<file path="config.mk">
export PLATFORM = sky130hd
export DESIGN_NAME = osm_front
export DESIGN_NICKNAME = d
export VERILOG_FILES = /design/src/hdl/order_statistic_multiset_top_defines.svh /design/src/hdl/osm_pkg.sv /design/src/hdl/osm_front.sv
export SDC_FILE = /design/constraint.sdc
export NUM_CORES = 1
export LEC_CHECK = 0
export ABC_AREA = 1
export BUFFER_PORTS_ARGS = -buffer_cell sky130_fd_sc_hd__buf_2
export CAP_MARGIN = 30
export CORE_MARGIN = 2
export CORE_UTILIZATION = 27
export DETAILED_ROUTE_END_ITERATION = 16
export GPL_TIMING_DRIVEN = 1
export PLACE_DENSITY = 0.48
export SLEW_MARGIN = 20
export SYNTH_ARGS = -nofsm -noshare
export SYNTH_HDL_FRONTEND = slang
export SYNTH_SLANG_ARGS = --single-unit
export TNS_END_PERCENT = 10
</file>
<file path="constraint.sdc">
create_clock -name clock -period 5.85 [get_ports clock]
set_clock_uncertainty 0.2 [all_clocks]
set_input_delay 0.2925 -clock clock [delete_from_list [all_inputs] [get_ports clock]]
set_output_delay 0.2925 -clock clock [all_outputs]
set_load 0.02 [all_outputs]
</file>
<file path="src/hdl/order_statistic_multiset_top_defines.svh">
// assertion macros shared by the order statistic multiset block
`ifndef ORDER_STATISTIC_MULTISET_TOP_DEFINES_SVH
`define ORDER_STATISTIC_MULTISET_TOP_DEFINES_SVH

// antecedent implies consequent in the same cycle
`define OSM_ASSERT_IMPLIES(label, clk, rst, ante, cons) \
   label: assert property (@(posedge clk) disable iff (rst) (ante) |-> (cons)) \
      else $error("%m: implication failed");

// condition never holds
`define OSM_ASSERT_NEVER(label, clk, rst, cond) \
   label: assert property (@(posedge clk) disable iff (rst) !(cond)) \
      else $error("%m: forbidden condition");

`endif

</file>
<file path="src/hdl/osm_pkg.sv">
`timescale 1ns / 1ps
// ----------------------------------------------------------------------------
// osm_pkg
// types, action codes and defaults for the order statistic multiset
// ----------------------------------------------------------------------------
package osm_pkg;

   localparam int KEY_BITS_DEF   = 16;
   localparam int COUNT_BITS_DEF = 20;

   localparam logic [2:0] ACT_INSERT    = 3'd0;
   localparam logic [2:0] ACT_ERASE_ALL = 3'd1;
   localparam logic [2:0] ACT_ERASE_AMT = 3'd2;
   localparam logic [2:0] ACT_COUNT     = 3'd3;
   localparam logic [2:0] ACT_RANK      = 3'd4;
   localparam logic [2:0] ACT_SELECT    = 3'd5;
   localparam logic [2:0] ACT_RANK_INS  = 3'd6;
   localparam logic [2:0] ACT_CLEAR     = 3'd7;

   typedef struct packed {
      logic [2:0]  action;
      logic [15:0] key;
      logic [19:0] amount;
   } req_type;

   typedef struct packed {
      logic [19:0] answer;
      logic [19:0] total_size;
      logic        error_flag;
   } rsp_type;

   typedef struct packed {
      req_type req;
      logic    is_clear;
   } cmd_type;

endpackage

</file>
<file path="src/hdl/osm_front.sv">
`timescale 1ns / 1ps
// ----------------------------------------------------------------------------
// osm_front
// accepts request transactions, tags clears and queues them for the engine
// ----------------------------------------------------------------------------
module osm_front import osm_pkg::*; (
   input  logic    clock,
   input  logic    reset,
   input  logic    req_push,
   input  req_type req_data,
   output logic    req_full,
   output logic    cmd_valid,
   output cmd_type cmd,
   input  logic    cmd_pop
);

   cmd_type    q_ff [2];
   logic       wr_ff, wr_in;
   logic       rd_ff, rd_in;
   logic [1:0] cnt_ff, cnt_in;
   logic       push_ok;
   cmd_type    new_cmd;

   assign req_full  = (cnt_ff == 2'd2);
   assign cmd_valid = (cnt_ff != 2'd0);
   assign cmd       = q_ff[rd_ff];
   assign push_ok   = req_push && !req_full;

   always_comb begin
      new_cmd.req      = req_data;
      new_cmd.is_clear = (req_data.action == ACT_CLEAR);
      wr_in  = push_ok ? ~wr_ff : wr_ff;
      rd_in  = (cmd_pop && cmd_valid) ? ~rd_ff : rd_ff;
      cnt_in = cnt_ff + {1'b0, push_ok} - {1'b0, cmd_pop && cmd_valid};
   end

   always_ff @(posedge clock) begin
      if (push_ok) begin
         q_ff[wr_ff] <= new_cmd;
      end
      if (reset) begin
         wr_ff  <= 1'b0;
         rd_ff  <= 1'b0;
         cnt_ff <= 2'd0;
      end else begin
         wr_ff  <= wr_in;
         rd_ff  <= rd_in;
         cnt_ff <= cnt_in;
      end
   end

endmodule

</file>
# Word level (Yosys, flattened, before mapping)
# Memories as Yosys holds them, arrays and structs flattened. A register that Yosys moved wholly into a read port is not among the register bits.
# Cells that the tools add are included.
[totals]
register_bits = 4
ramBits = 80
in_bits = 43
output_inout_bits = 42
memories = 1
[memory_table]
columns = ["memory", "words", "word_bits", "read_ports", "rd_clocked_by_memory_dff", "wr", "line_no", "source"]
rows = [
  ["q_ff", 2, 40, 1, 1, 1, "osm_front.sv:17", "cmd_type q_ff [2];"],
]
[op_classes]
addsub = 2
n_eq_ne = 2
muxes = 4
bitwise = 2
n_reduce_logical = 4
[op_table]
columns = ["operator", "count"]
rows = [
  ["$mux 1", 4],
  ["$eq 3x3->1 const B", 1],
  ["$add 2x1->2", 1],
  ["$eq 2x2->1 const B", 1],
  ["$logic_and 1x1->1", 2],
  ["$not 1->1", 2],
  ["$reduce_bool 2->1", 1],
  ["$sub 2x1->2", 1],
  ["$logic_not 1->1", 1],
]

# Longest topological paths before layout
[depth]
word_depth = 5
depth_mapped = 11
depth_no_buf = 11

# Least setup slack after synthesis
# No wires, ideal clock.
[synth_path]
kind = "flip-flop to flip-flop"
start = "register cnt_ff[0]"
end = "memory q_ff[0][0] (netlist bit), enable pin"
setup_time_ps = 437
arrival_time_ps = 2245
t_required_ps = 5213
setup_slack_ps = 2968
path_stages_with_launch = 5
n_path_buf = 0
synth_period_minus_slack_ps = 2882
path_cell_list = "dfxtp_1 > inv_1 > nand2_1 > nand2_1 > nor2_1"
[synth_via]
elab_chain_len = 5
[synth_lines]
columns = ["element", "line_no", "source"]
rows = [
  ["from (decl)", "osm_front.sv:20", "logic [1:0] cnt_ff, cnt_in;"],
  ["from (signal assigned)", "osm_front.sv:48", "cnt_ff <= cnt_in;"],
  ["$eq 2x2->1", "osm_front.sv:24", "assign req_full = (cnt_ff == 2'd2);"],
  ["$logic_not 1->1", "osm_front.sv:27", "assign push_ok = req_push && !req_full;"],
  ["$logic_and 1x1->1", "osm_front.sv:27", ""],
  ["$mux 1", "osm_front.sv:38", "if (push_ok) begin"],
  ["$mux 1 (not written as such)", "osm_front.sv:39", "q_ff[wr_ff] <= new_cmd;"],
  ["to (decl)", "osm_front.sv:17", ""],
]
# No other way between the ends.

==> flow_summary.ini <==
[outcome]
status = complete, no violations

[timing]
setup_tns_ns = 0
fmax_ghz = 0.451
hold_ws_ns = 0.0530
fin_crit_sh_pct = 37.9
rsz0062_at_grt = no
min_period_ns = 2.22
relSlewSlack_pct = 61.6
drv_slew = 0
finalHoldViolCount = 0
finalSetupViolCount = 0
tightest_slew_ns = 0.576

[worst_setup_path]
critPathKind = flip-flop to output port
crit_fanout = 26
worst_setup_path_start_kind = flip-flop
crit_arrival_ns = 1.73
critical_path_required_ns = 5.36
crit_path_end_kind = output port

[cts]
cts-root-buf = clkbuf_16
cts_tree = done
clk_latency_ns = 0.33
clkTransAtPathRegs_ns = 0.06
postCtsSetupBuffers = 0
ctsResizeCount = 0
cts.path.max_buffers = 2
htreeDepth = 3
cts_made_buffers = 9
holdBufCountCts = 40
clkSinkCount = 85

[floorplanning]
fp-row-count = 39
die_h_um = 112
io_pins = 85
dieWidth_um = 112
start_util_pct = 27.6
core_area_mm2 = 0.0114
dieArea_mm2 = 0.0126

[routing]
ant_nets = 0
num_vias = 1828
drt_iter0_markers = 40
wl_mm = 5.77
drc = 0
firstDrtPassIters = 4
post_drt_wl_per_cell_um = 13.0
via_per_inst = 4.11

[placed_design]
dp_hpwl_mm = 3.70
dp.cells = 389
io_buffers = 84
routabilityCongestion = 0.632

[global_routing]
grt_pass1_wl_mm = 9.04
top_usage_layer = met2
met1_usage_pct = 11.1
first_global_vias = 1888
overflow = 0
grt_util_all_layers_pct = 9.44
grt_max_degree = 41
met2_usage_pct = 15.8
antenna_found_initial = 0
grt_use_met3_pct = 3.56

[cells_and_area]
antenna_cells = 0
instances_no_fill = 445
final_cell_mix = 84 x buf_2, 80 x edfxtp_1, 40 x mux2_2, 40 x dlygate4sd3_1, 9 x clkbuf_16
drive_gt1_share_pct = 47.7
nets = 342
mostFrequentLayoutCell = buf_2
areaGrowthSynthToFinish_pct = 40.7

[flow_run]
maxCapViolations = 0

[hold_path]
min_path_type = input port to flip-flop

[power_and_ir_drop]
peakVddDrop_mv = 0.263
p_per_area_mw_per_mm2 = 405
leakage_nw = 1.70

[logic_synthesis]
syn_avg_cell_area_um2 = 19.3
synth_seq_area_share_pct = 79.4
syn_inst = 163
synth_warnings = 0
synth_fp_nets = 208
ys_types = 11
synth_seq_cells = 85
syn_area_mm2 = 0.00315
-- cell usage after synthesis --
master | n | area, um^2
a21oi_1 | 2 | 10.0
buf_6 | 4 | 45.0
dfxtp_1 | 5 | 100
ha_1 | 2 | 25.0
nand2_1 | 8 | 30.0
nand3_1 | 3 | 15.0
mux2_2 | 40 | 450
nor2_1 | 9 | 33.8
edfxtp_1 | 80 | 2400
and3_1 | 1 | 6.26
inv_1 | 9 | 33.8
-- layer usage --
metal / up-vias / routed length, um
met3: 8 / 338
met5: - / 0
met2: 54 / 2820
met1: 884 / 2530
li1: 882 / -
met4: 0 / 79
-- registers in the layout, indices dropped and copies added (netlist names), named ones only --
register  count
q_ff         80
cnt_ff        2
rd_ff         1
wr_ff         1
-- cells by family (layout without fill, tap and decap cells) --
logic type	after synthesis	in the layout	synth area share, %
and+or+nand+nor	21	21	2.70
muxes	40	40	14.3
DFF	85	85	79.4
AOI/OAI and AO/OA	2	2	0.318
adders and majority gates	2	2	0.794
buffers and inverters	13	152	2.50
-- report_power, final --
group / total [mW] / internal, mW / leakage (nW) / switching (mW)
logic: 0.482 / 0.202 / 0.784 / 0.279
registers: 0.807 / 0.771 / 0.789 / 0.0360
clock network: 0.508 / 0.298 / 0.129 / 0.211
total: 1.80 / 1.27 / 1.70 / 0.526
-- layout make-up --
type	count	area, um^2
Clock buffer	12	246
Sequential cell	85	2500
Inverter	9	33.8
Multi-Input combinational cell	65	578
Clock inverter	4	25.0
Tap cell	143	179
Fill cell	1127	6980
Timing Repair Buffer	127	868
-- worst paths after layout --
kind	startpoint	end	slack, ns	depth (start not counted)
max	flip-flop	cmd[26]	3.63	3
min	req_push	wr_ff	0.05	3
max reg2reg	cnt_ff[0]	q_ff[0][27]	4.01	5
min reg2reg	rd_ff	rd_ff	0.32	2
-- through the flow --
step	power [mW]	utilization, %	setup WS [ns]	area (um^2)
2_1_floorplan	1.14	-	2.97	3150
3_3_place_gp	1.28	32.6	3.67	3720
3_5_place_dp	1.30	32.9	3.94	3760
4_1_cts	1.84	38.8	3.58	4430
5_1_grt	1.90	38.8	3.54	4430
6_report	1.80	38.8	3.63	4430
-- worst max-delay path, stage by stage, from the launching register on --
cell	delay, ns
dfxtp_2	0.60
buf_12	0.25
mux2_2	0.37
buf_2	0.16
Note: power is estimated with default switching activity, not from simulation.
